--- src/rtl/skt_pkg.sv ---
package skt_pkg;

   // fixed field widths of the request and response transfers
   localparam int CMD_W     = 2;
   localparam int KEY_IN_W  = 64;
   localparam int DATA_W    = 32;
   localparam int STATUS_W  = 3;
   localparam int POS_W     = 5;
   localparam int TOTAL_W   = 6;

   // packed stream widths, padded to whole bytes
   localparam int REQ_TDATA_W = 104;
   localparam int RSP_TDATA_W = 48;

   // parameter defaults
   localparam int DEFAULT_TABLE_DEPTH = 32;
   localparam int DEFAULT_KEY_BYTES   = 8;

   // command codes
   localparam logic [CMD_W-1:0] CMD_INSERT = 2'd0;
   localparam logic [CMD_W-1:0] CMD_SEARCH = 2'd1;
   localparam logic [CMD_W-1:0] CMD_DELETE = 2'd2;

   // status codes
   localparam logic [STATUS_W-1:0] ST_INSERTED  = 3'd0;
   localparam logic [STATUS_W-1:0] ST_DUPLICATE = 3'd1;
   localparam logic [STATUS_W-1:0] ST_FULL      = 3'd2;
   localparam logic [STATUS_W-1:0] ST_FOUND     = 3'd3;
   localparam logic [STATUS_W-1:0] ST_NOT_FOUND = 3'd4;
   localparam logic [STATUS_W-1:0] ST_DELETED   = 3'd5;

   // one command result as handed from the engine to the response register
   typedef struct packed {
      logic [TOTAL_W-1:0]  entry_total;
      logic [DATA_W-1:0]   found_data;
      logic [POS_W-1:0]    position;
      logic [STATUS_W-1:0] status;
   } skt_result_type;

endpackage

--- src/rtl/skt_ram.sv ---
module skt_ram #(
   parameter int WIDTH = 8,
   parameter int DEPTH = 32
) (
   input  logic                     clock,
   input  logic                     wr_en,
   input  logic [$clog2(DEPTH)-1:0] wr_addr,
   input  logic [WIDTH-1:0]         wr_data,
   input  logic                     rd_en,
   input  logic [$clog2(DEPTH)-1:0] rd_addr,
   output logic [WIDTH-1:0]         rd_data
);

   logic [WIDTH-1:0] mem_ff [DEPTH];
   logic [WIDTH-1:0] rd_data_ff;

   // one write port, one registered read port
   always_ff @(posedge clock) begin
      if (wr_en) begin
         mem_ff[wr_addr] <= wr_data;
      end
      if (rd_en) begin
         rd_data_ff <= mem_ff[rd_addr];
      end
   end

   assign rd_data = rd_data_ff;

endmodule

--- src/rtl/skt_engine.sv ---
module skt_engine import skt_pkg::*; #(
   parameter int TABLE_DEPTH = DEFAULT_TABLE_DEPTH,
   parameter int KEY_BYTES   = DEFAULT_KEY_BYTES
) (
   input  logic                     clock,
   input  logic                     reset,
   input  logic                     start,
   input  logic [CMD_W-1:0]         cmd,
   input  logic [KEY_BYTES*8-1:0]   key,
   input  logic [DATA_W-1:0]        data,
   input  logic                     out_blocked,
   output logic                     busy,
   output logic                     done,
   output skt_result_type           result
);

   localparam int KEY_W   = KEY_BYTES * 8;
   localparam int ENTRY_W = KEY_W + DATA_W;
   localparam int AW      = $clog2(TABLE_DEPTH);
   localparam int CW      = $clog2(TABLE_DEPTH + 1);

   localparam logic [CW-1:0] DEPTH_CNT = CW'(TABLE_DEPTH);
   localparam logic [CW-1:0] ONE_CNT   = CW'(1);

   // sequencer states
   localparam logic [3:0] S_IDLE  = 4'd0;
   localparam logic [3:0] S_RD    = 4'd1;
   localparam logic [3:0] S_CMP   = 4'd2;
   localparam logic [3:0] S_EXEC  = 4'd3;
   localparam logic [3:0] S_UP_RD = 4'd4;
   localparam logic [3:0] S_UP_WR = 4'd5;
   localparam logic [3:0] S_PUT   = 4'd6;
   localparam logic [3:0] S_DN_RD = 4'd7;
   localparam logic [3:0] S_DN_WR = 4'd8;
   localparam logic [3:0] S_DONE  = 4'd9;

   logic [3:0]          state_ff, state_in;
   logic [CW-1:0]       count_ff, count_in;
   logic [CW-1:0]       j_ff, j_in;
   logic [CW-1:0]       pos_ff, pos_in;
   logic [CMD_W-1:0]    cmd_ff, cmd_in;
   logic [KEY_W-1:0]    key_ff, key_in;
   logic [DATA_W-1:0]   data_ff, data_in;
   logic                hit_ff, hit_in;
   logic [DATA_W-1:0]   cand_ff, cand_in;
   logic [DATA_W-1:0]   fdata_ff, fdata_in;
   logic [STATUS_W-1:0] status_ff, status_in;

   logic [CW-1:0]       j_dec;
   logic [CW-1:0]       j_inc;
   logic                ram_we;
   logic [AW-1:0]       ram_waddr;
   logic [ENTRY_W-1:0]  ram_wdata;
   logic                ram_re;
   logic [AW-1:0]       ram_raddr;
   logic [ENTRY_W-1:0]  ram_rdata;
   logic [KEY_W-1:0]    rd_key;
   logic [DATA_W-1:0]   rd_data;
   logic [POS_W+CW-1:0] pos_wide;
   logic [TOTAL_W+CW-1:0] total_wide;

   assign j_dec   = j_ff - ONE_CNT;
   assign j_inc   = j_ff + ONE_CNT;
   assign rd_key  = ram_rdata[ENTRY_W-1:DATA_W];
   assign rd_data = ram_rdata[DATA_W-1:0];

   // entry storage, key above payload
   skt_ram #(
      .WIDTH (ENTRY_W),
      .DEPTH (TABLE_DEPTH)
   ) u_store (
      .clock   (clock),
      .wr_en   (ram_we),
      .wr_addr (ram_waddr),
      .wr_data (ram_wdata),
      .rd_en   (ram_re),
      .rd_addr (ram_raddr),
      .rd_data (ram_rdata)
   );

   // sequencer: linear scan with one comparator, then shift entries one at a time, each a RAM read then a write
   always_comb begin
      state_in  = state_ff;
      count_in  = count_ff;
      j_in      = j_ff;
      pos_in    = pos_ff;
      cmd_in    = cmd_ff;
      key_in    = key_ff;
      data_in   = data_ff;
      hit_in    = hit_ff;
      cand_in   = cand_ff;
      fdata_in  = fdata_ff;
      status_in = status_ff;
      ram_we    = 1'b0;
      ram_waddr = j_ff[AW-1:0];
      ram_wdata = ram_rdata;
      ram_re    = 1'b0;
      ram_raddr = j_ff[AW-1:0];
      done      = 1'b0;
      unique case (state_ff)
         S_IDLE: begin
            if (start) begin
               cmd_in    = cmd;
               key_in    = key;
               data_in   = data;
               j_in      = '0;
               pos_in    = '0;
               fdata_in  = '0;
               hit_in    = 1'b0;
               status_in = ST_NOT_FOUND;
               state_in  = S_RD;
            end
         end
         S_RD: begin
            if (j_ff == count_ff) begin
               hit_in   = 1'b0;
               state_in = S_EXEC;
            end else begin
               ram_re   = 1'b1;
               state_in = S_CMP;
            end
         end
         S_CMP: begin
            if (rd_key >= key_ff) begin
               hit_in   = (rd_key == key_ff);
               cand_in  = rd_data;
               state_in = S_EXEC;
            end else begin
               j_in     = j_inc;
               state_in = S_RD;
            end
         end
         S_EXEC: begin
            state_in = S_DONE;
            priority if (cmd_ff == CMD_INSERT) begin
               if (hit_ff) begin
                  status_in = ST_DUPLICATE;
               end else if (count_ff == DEPTH_CNT) begin
                  status_in = ST_FULL;
               end else begin
                  pos_in   = j_ff;
                  j_in     = count_ff;
                  state_in = S_UP_RD;
               end
            end else if (cmd_ff == CMD_SEARCH) begin
               if (hit_ff) begin
                  status_in = ST_FOUND;
                  pos_in    = j_ff;
                  fdata_in  = cand_ff;
               end
            end else if (cmd_ff == CMD_DELETE) begin
               if (hit_ff) begin
                  pos_in   = j_ff;
                  state_in = S_DN_RD;
               end
            end else begin
               status_in = ST_NOT_FOUND;
            end
         end
         S_UP_RD: begin
            if (j_ff == pos_ff) begin
               state_in = S_PUT;
            end else begin
               ram_re    = 1'b1;
               ram_raddr = j_dec[AW-1:0];
               state_in  = S_UP_WR;
            end
         end
         S_UP_WR: begin
            ram_we   = 1'b1;
            j_in     = j_dec;
            state_in = S_UP_RD;
         end
         S_PUT: begin
            ram_we    = 1'b1;
            ram_waddr = pos_ff[AW-1:0];
            ram_wdata = {key_ff, data_ff};
            count_in  = count_ff + ONE_CNT;
            status_in = ST_INSERTED;
            state_in  = S_DONE;
         end
         S_DN_RD: begin
            if (j_inc == count_ff) begin
               count_in  = count_ff - ONE_CNT;
               status_in = ST_DELETED;
               state_in  = S_DONE;
            end else begin
               ram_re    = 1'b1;
               ram_raddr = j_inc[AW-1:0];
               state_in  = S_DN_WR;
            end
         end
         S_DN_WR: begin
            ram_we   = 1'b1;
            j_in     = j_inc;
            state_in = S_DN_RD;
         end
         S_DONE: begin
            if (!out_blocked) begin
               done     = 1'b1;
               state_in = S_IDLE;
            end
         end
         default: begin
            state_in = S_IDLE;
         end
      endcase
   end

   // control state
   always_ff @(posedge clock) begin
      if (reset) begin
         state_ff <= S_IDLE;
         count_ff <= '0;
      end else begin
         state_ff <= state_in;
         count_ff <= count_in;
      end
   end

   // working registers
   always_ff @(posedge clock) begin
      j_ff      <= j_in;
      pos_ff    <= pos_in;
      cmd_ff    <= cmd_in;
      key_ff    <= key_in;
      data_ff   <= data_in;
      hit_ff    <= hit_in;
      cand_ff   <= cand_in;
      fdata_ff  <= fdata_in;
      status_ff <= status_in;
   end

   // result, index and count cut or extended to the field widths
   assign pos_wide   = {{POS_W{1'b0}}, pos_ff};
   assign total_wide = {{TOTAL_W{1'b0}}, count_ff};

   assign busy               = (state_ff != S_IDLE);
   assign result.status      = status_ff;
   assign result.position    = pos_wide[POS_W-1:0];
   assign result.found_data  = fdata_ff;
   assign result.entry_total = total_wide[TOTAL_W-1:0];

   // table never holds more than its depth
   assert property (@(posedge clock) disable iff (reset) count_ff <= DEPTH_CNT)
      else $error("entry count above table depth");

   // single port use: never read and write in the same cycle
   assert property (@(posedge clock) disable iff (reset) !(ram_we && ram_re))
      else $error("read and write in the same cycle");

   // a record is placed only when there is room
   assert property (@(posedge clock) disable iff (reset)
      (state_ff == S_PUT) |-> (count_ff < DEPTH_CNT))
      else $error("insert into a full table");

   // a result leaves only from the done state, which returns to idle with the entry count unchanged
   assert property (@(posedge clock) disable iff (reset)
      done |=> ((count_ff == $past(count_ff)) && (state_ff == S_IDLE)))
      else $error("count moved after result handoff");

endmodule

--- src/rtl/sorted_key_table.sv ---
// Sorted key table: holds up to TABLE_DEPTH records (a KEY_BYTES-byte key and a
// 32-bit payload) in ascending unsigned key order in a simple dual-port RAM, and
// runs one insert, search or delete command per request transfer, returning
// one response transfer each. A command first scans the table from index 0
// with one comparator, one entry examined at a time, until it reaches a key
// not below the request key or the end of the table; an insert then moves
// each larger entry up and a delete moves each entry above the match down,
// one entry at a time, since every move is a RAM read followed by a write,
// and req_tready is low while the command runs. The finished result sits
// in an output register, so the next request is taken while it waits for
// rsp_tready. Key bits above KEY_BYTES*8 are ignored; command code 3
// reports not found and changes nothing.
module sorted_key_table import skt_pkg::*; #(
   parameter int TABLE_DEPTH = DEFAULT_TABLE_DEPTH,
   parameter int KEY_BYTES   = DEFAULT_KEY_BYTES
) (
   input  logic                   clock,
   input  logic                   reset,
   input  logic                   req_tvalid,
   output logic                   req_tready,
   // command [1:0], key [65:2], record_data [97:66], zero [103:98]
   input  logic [REQ_TDATA_W-1:0] req_tdata,
   output logic                   rsp_tvalid,
   input  logic                   rsp_tready,
   // status [2:0], position [7:3], found_data [39:8], entry_total [45:40], zero [47:46]
   output logic [RSP_TDATA_W-1:0] rsp_tdata
);

   localparam int KEY_W = KEY_BYTES * 8;

   logic               busy;
   logic               done;
   logic               start;
   logic               out_blocked;
   skt_result_type     result;
   logic               rsp_valid_ff, rsp_valid_in;
   skt_result_type     rsp_ff, rsp_in;
   logic [CMD_W-1:0]   req_cmd;
   logic [KEY_IN_W-1:0] req_key;
   logic [DATA_W-1:0]  req_data;

   // request field unpacking
   assign req_cmd  = req_tdata[CMD_W-1:0];
   assign req_key  = req_tdata[CMD_W+KEY_IN_W-1:CMD_W];
   assign req_data = req_tdata[CMD_W+KEY_IN_W+DATA_W-1:CMD_W+KEY_IN_W];

   assign req_tready  = !busy;
   assign start       = req_tvalid && !busy;
   assign out_blocked = rsp_valid_ff && !rsp_tready;

   skt_engine #(
      .TABLE_DEPTH (TABLE_DEPTH),
      .KEY_BYTES   (KEY_BYTES)
   ) u_engine (
      .clock       (clock),
      .reset       (reset),
      .start       (start),
      .cmd         (req_cmd),
      .key         (req_key[KEY_W-1:0]),
      .data        (req_data),
      .out_blocked (out_blocked),
      .busy        (busy),
      .done        (done),
      .result      (result)
   );

   // response register: load on handoff, clear after the transfer
   always_comb begin
      rsp_valid_in = rsp_valid_ff;
      rsp_in       = rsp_ff;
      if (rsp_valid_ff && rsp_tready) begin
         rsp_valid_in = 1'b0;
      end
      if (done) begin
         rsp_valid_in = 1'b1;
         rsp_in       = result;
      end
   end

   always_ff @(posedge clock) begin
      if (reset) begin
         rsp_valid_ff <= 1'b0;
      end else begin
         rsp_valid_ff <= rsp_valid_in;
      end
   end

   always_ff @(posedge clock) begin
      rsp_ff <= rsp_in;
   end

   assign rsp_tvalid = rsp_valid_ff;
   assign rsp_tdata  = {{(RSP_TDATA_W - $bits(skt_result_type)){1'b0}}, rsp_ff};

endmodule
--- config.mk ---
export PLATFORM = sky130hd
export DESIGN_NAME = sorted_key_table
export DESIGN_NICKNAME = d
export VERILOG_FILES = /design/src/rtl/skt_pkg.sv /design/src/rtl/skt_ram.sv /design/src/rtl/skt_engine.sv /design/src/rtl/sorted_key_table.sv
export SDC_FILE = /design/constraint.sdc
export NUM_CORES = 2
export LEC_CHECK = 0
export BUFFER_PORTS_ARGS = -buffer_cell sky130_fd_sc_hd__buf_4
export CAP_MARGIN = 10
export CORE_ASPECT_RATIO = 0.9
export CORE_UTILIZATION = 59
export CTS_BUF_LIST = sky130_fd_sc_hd__clkbuf_8
export DETAILED_ROUTE_END_ITERATION = 10
export HOLD_SLACK_MARGIN = 0.08
export PLACE_DENSITY = 0.8
export SETUP_SLACK_MARGIN = 0.4
export SLEW_MARGIN = 15
export SYNTH_ARGS = -nofsm -noshare
export SYNTH_HDL_FRONTEND = slang
export SYNTH_SLANG_ARGS = --single-unit
--- constraint.sdc ---
create_clock -name clock -period 7.9 [get_ports clock]
set_clock_uncertainty 0.05 [all_clocks]
set_input_delay 0.395 -clock clock [delete_from_list [all_inputs] [get_ports clock]]
set_output_delay 0.395 -clock clock [all_outputs]
set_load 0.1 [all_outputs]
==> impl_metrics.ini <==
[timing]
period_share = 0.742
finalSetupViolCount = 0
hold_ws_ns = 0.155
grt_setup_unrepaired = no
hold_viol_final = 0
fin_setup_tns_ns = 0
worstMarginPinSlew_ns = 1.31
period_minus_slack_ns = 5.87
max_freq_mhz = 170
slew_headroom = 0.125
final_max_slew_viol_count = 0

[synthesis]
seq_area_frac_synth = 0.779
synth-edff-count = 3392
synth_area_um2 = 131000
syn_area_per_cell_um2 = 20.7
synthCells = 6337
yosys_warnings = 0
synth_top_flop_cell = edfxtp_1
synthArstFlopShare = 0
synth_seq_cells = 3403
synth_cell_types = 72

[drt]
drt_pass1_iterations = 8
wl_per_cell_um = 32.9
num_vias = 71114
routed_wl_um = 338000
ant_nets = 0
routed_via_density = 6.94
drt-initial-drc-count = 12272
drc = 0

[global_route]
antenna_found_initial = 6
grt_first_pass_wirelength_um = 480000
gr-total-overflow = 0
grt_max_degree = 198
grt_pass1_vias = 70254
grt_usage = 0.299

[critical_path]
cp-end-kind = register
startpoint_type = register
regToRegSetupSlack_ns = 2.03
crit_required_ns = 8.62
crit_fanout = 59
critPathMaxStageDelay_ns = 0.88
worstPathArrival_ns = 6.59
cp_slowest_cell = buf_4
crit_chain = inv_1 -> ha_1 -> xor2_1 -> nor2_1 -> o211ai_1 -> a2111oi_0 -> or4_4 -> buf_4 -> buf_4 -> mux4_2 -> a22oi_1 -> nand3_1
worstSetupPathType = register to register
crit_top_cell = buf_4

[clock_tree]
cts_tree = built
htree_num_levels = 6
root_buffer = clkbuf_8
worstSkewPairLatency_ns = 1.10
postCtsSetupRepairBufs = 0
cts_buffer_depth = 4
clk_pin_slew_ns = 0.06
cts_buffers = 530
clkSinkCount = 3403
cts_resized = 0

[finish]
layout_commonest_cell = edfxtp_1
layout.nets = 7167
finalInstanceArea_um2 = 147000
fillers = 13145
drive_above_1_share = 0.232
area_delta_synth_final_pct = 12.3
final_cell_mix = edfxtp_1, mux4_2, clkbuf_8

[floorplanning]
die_area_um2 = 224000
core_um2 = 220000
die_height_um = 449
io_pins = 158
fp-row-count = 163
die_x_um = 499
start_util = 0.596

[place]
place.gp.congestion = 0.843
place_area_um2 = 136000
post-dp-hpwl_um = 165000
port_buffers = 149

[power]
powerDensity_nw_per_um2 = 278
leakage_nw = 48.1
share_comb_of_total_power = 0.147
power_frac_seq = 0.527
peakVddDrop_mv = 0.209
p_switching_w = 0.0108
intPower_w = 0.0301
p_clk_frac = 0.326
swShare = 0.263
power.total_w = 0.0408

[run_status]
status = finished, final reports clean

[run]
drv_cap = 0

[worst_hold_path]
min_path_type = input pin to register
[layer usage]
layer	global-route usage	vias to the layer above	wire length, um	share of wire
li1	-	27925	-	-
met1	0.420	36019	120000	0.36
met2	0.449	6203	154000	0.46
met3	0.0776	965	47900	0.14
met4	0.131	2	15500	0.046
met5	0	-	13	0.000039
[stage by stage]
step / setup WS, ns / util / instances
global route: 1.90 / 0.669 / 10244
detailed placement: 2.22 / 0.618 / 9139
global placement: 2.37 / 0.618 / 9139
CTS: 2.24 / 0.669 / 10236
finish: 2.03 / 0.669 / 10249
floorplan: 1.36 / - / 6338
[layout make-up]
class / count / area (um2) / share of cell area
clock buffers: 558 / 7680 / 0.0522
flip-flops and latches: 3403 / 102000 / 0.694
inverters: 77 / 294 / 0.00200
multi-input cells: 2479 / 27100 / 0.184
diodes: 11 / 27.5 / 0.000187
well taps: 2887 / 3610 / 0.0246
repair buffers: 497 / 4760 / 0.0323
clock inverters: 337 / 1530 / 0.0104
[synthesized netlist by cell type, drive strengths merged, types with 69 or more instances]
library cell / number / area share
nor2: 104 / 0.0030
mux4: 614 / 0.11
ha: 70 / 0.0067
nand2: 171 / 0.0050
mux2: 95 / 0.0082
o21bai: 69 / 0.0040
inv: 77 / 0.0022
buf: 167 / 0.0081
a211oi: 245 / 0.014
and3: 249 / 0.012
a22oi: 137 / 0.0079
o22ai: 75 / 0.0036
edfxtp: 3392 / 0.78
clkbuf: 212 / 0.0061
[critical path: cells and delay by family, from the launching register on]
kind / cells / cell delay (ns)
buffers and inverters: 3 / 1.77
AO/OA/AOI/OAI: 3 / 1.20
flip-flops: 1 / 0.80
AND/OR/NAND/NOR: 3 / 0.55
multiplexers: 1 / 0.44
adder cells (fa/ha/maj): 1 / 0.42
XOR/XNOR: 1 / 0.17
[flip-flops by register name (all words and copies together), names as in the netlist, 6 cells and up]
name and cells:
u_engine.j_ff 6, rsp_tdata 46, u_engine.key_ff 64, u_engine.u_store.mem_ff 3072
u_engine.cand_ff 32, u_engine.pos_ff 6, u_engine.fdata_ff 32, u_engine.data_ff 32
u_engine.count_ff 6, u_engine.u_store.rd_data 96
[power groups by stage]
stage	combinational, W	sequential, W	clock, W
floorplan	0.00402	0.0217	0
global placement	0.00554	0.0219	0
detailed placement	0.00579	0.0219	0
CTS	0.00588	0.0215	0.0134
global route	0.00630	0.0215	0.0142
finish	0.00599	0.0215	0.0133
[path summary, 6_finish.rpt]
| path | cells past startpoint | from | to |
|---|---|---|---|
| worst max register to register | 12 | u_engine.j_ff[0]$_DFFE_PP_ | u_engine.u_store.rd_data[21]$_DFFE_PP_ |
| worst min register to register | 0 | u_engine.fdata_ff[4]$_SDFFCE_PN0P_ | rsp_tdata[12]$_DFFE_PP_ |
| worst max-delay path | 12 | u_engine.j_ff[0]$_DFFE_PP_ | u_engine.u_store.rd_data[21]$_DFFE_PP_ |
| worst min-delay path | 4 | reset | u_engine.state_ff[2]$_SDFFE_PP0P_ |
[kinds of logic after synthesis]
family	after synthesis	synth area share
buffers and inverters	456	0.0164
multiplexers	729	0.115
XOR/XNOR	24	0.00172
adder cells (fa/ha/maj)	71	0.00684
flip-flops	3403	0.779
AO/OA/AOI/OAI	904	0.0502
AND/OR/NAND/NOR	749	0.0300
other	1	0.0000286
[timing repair]
item | CTS | global route
hold buffers | 202 | 0
endpoints found under the setup margin | 0 | 0
endpoints found under the hold margin | 118 | 0
No activity file was read; power rests on OpenSTA's default activity.
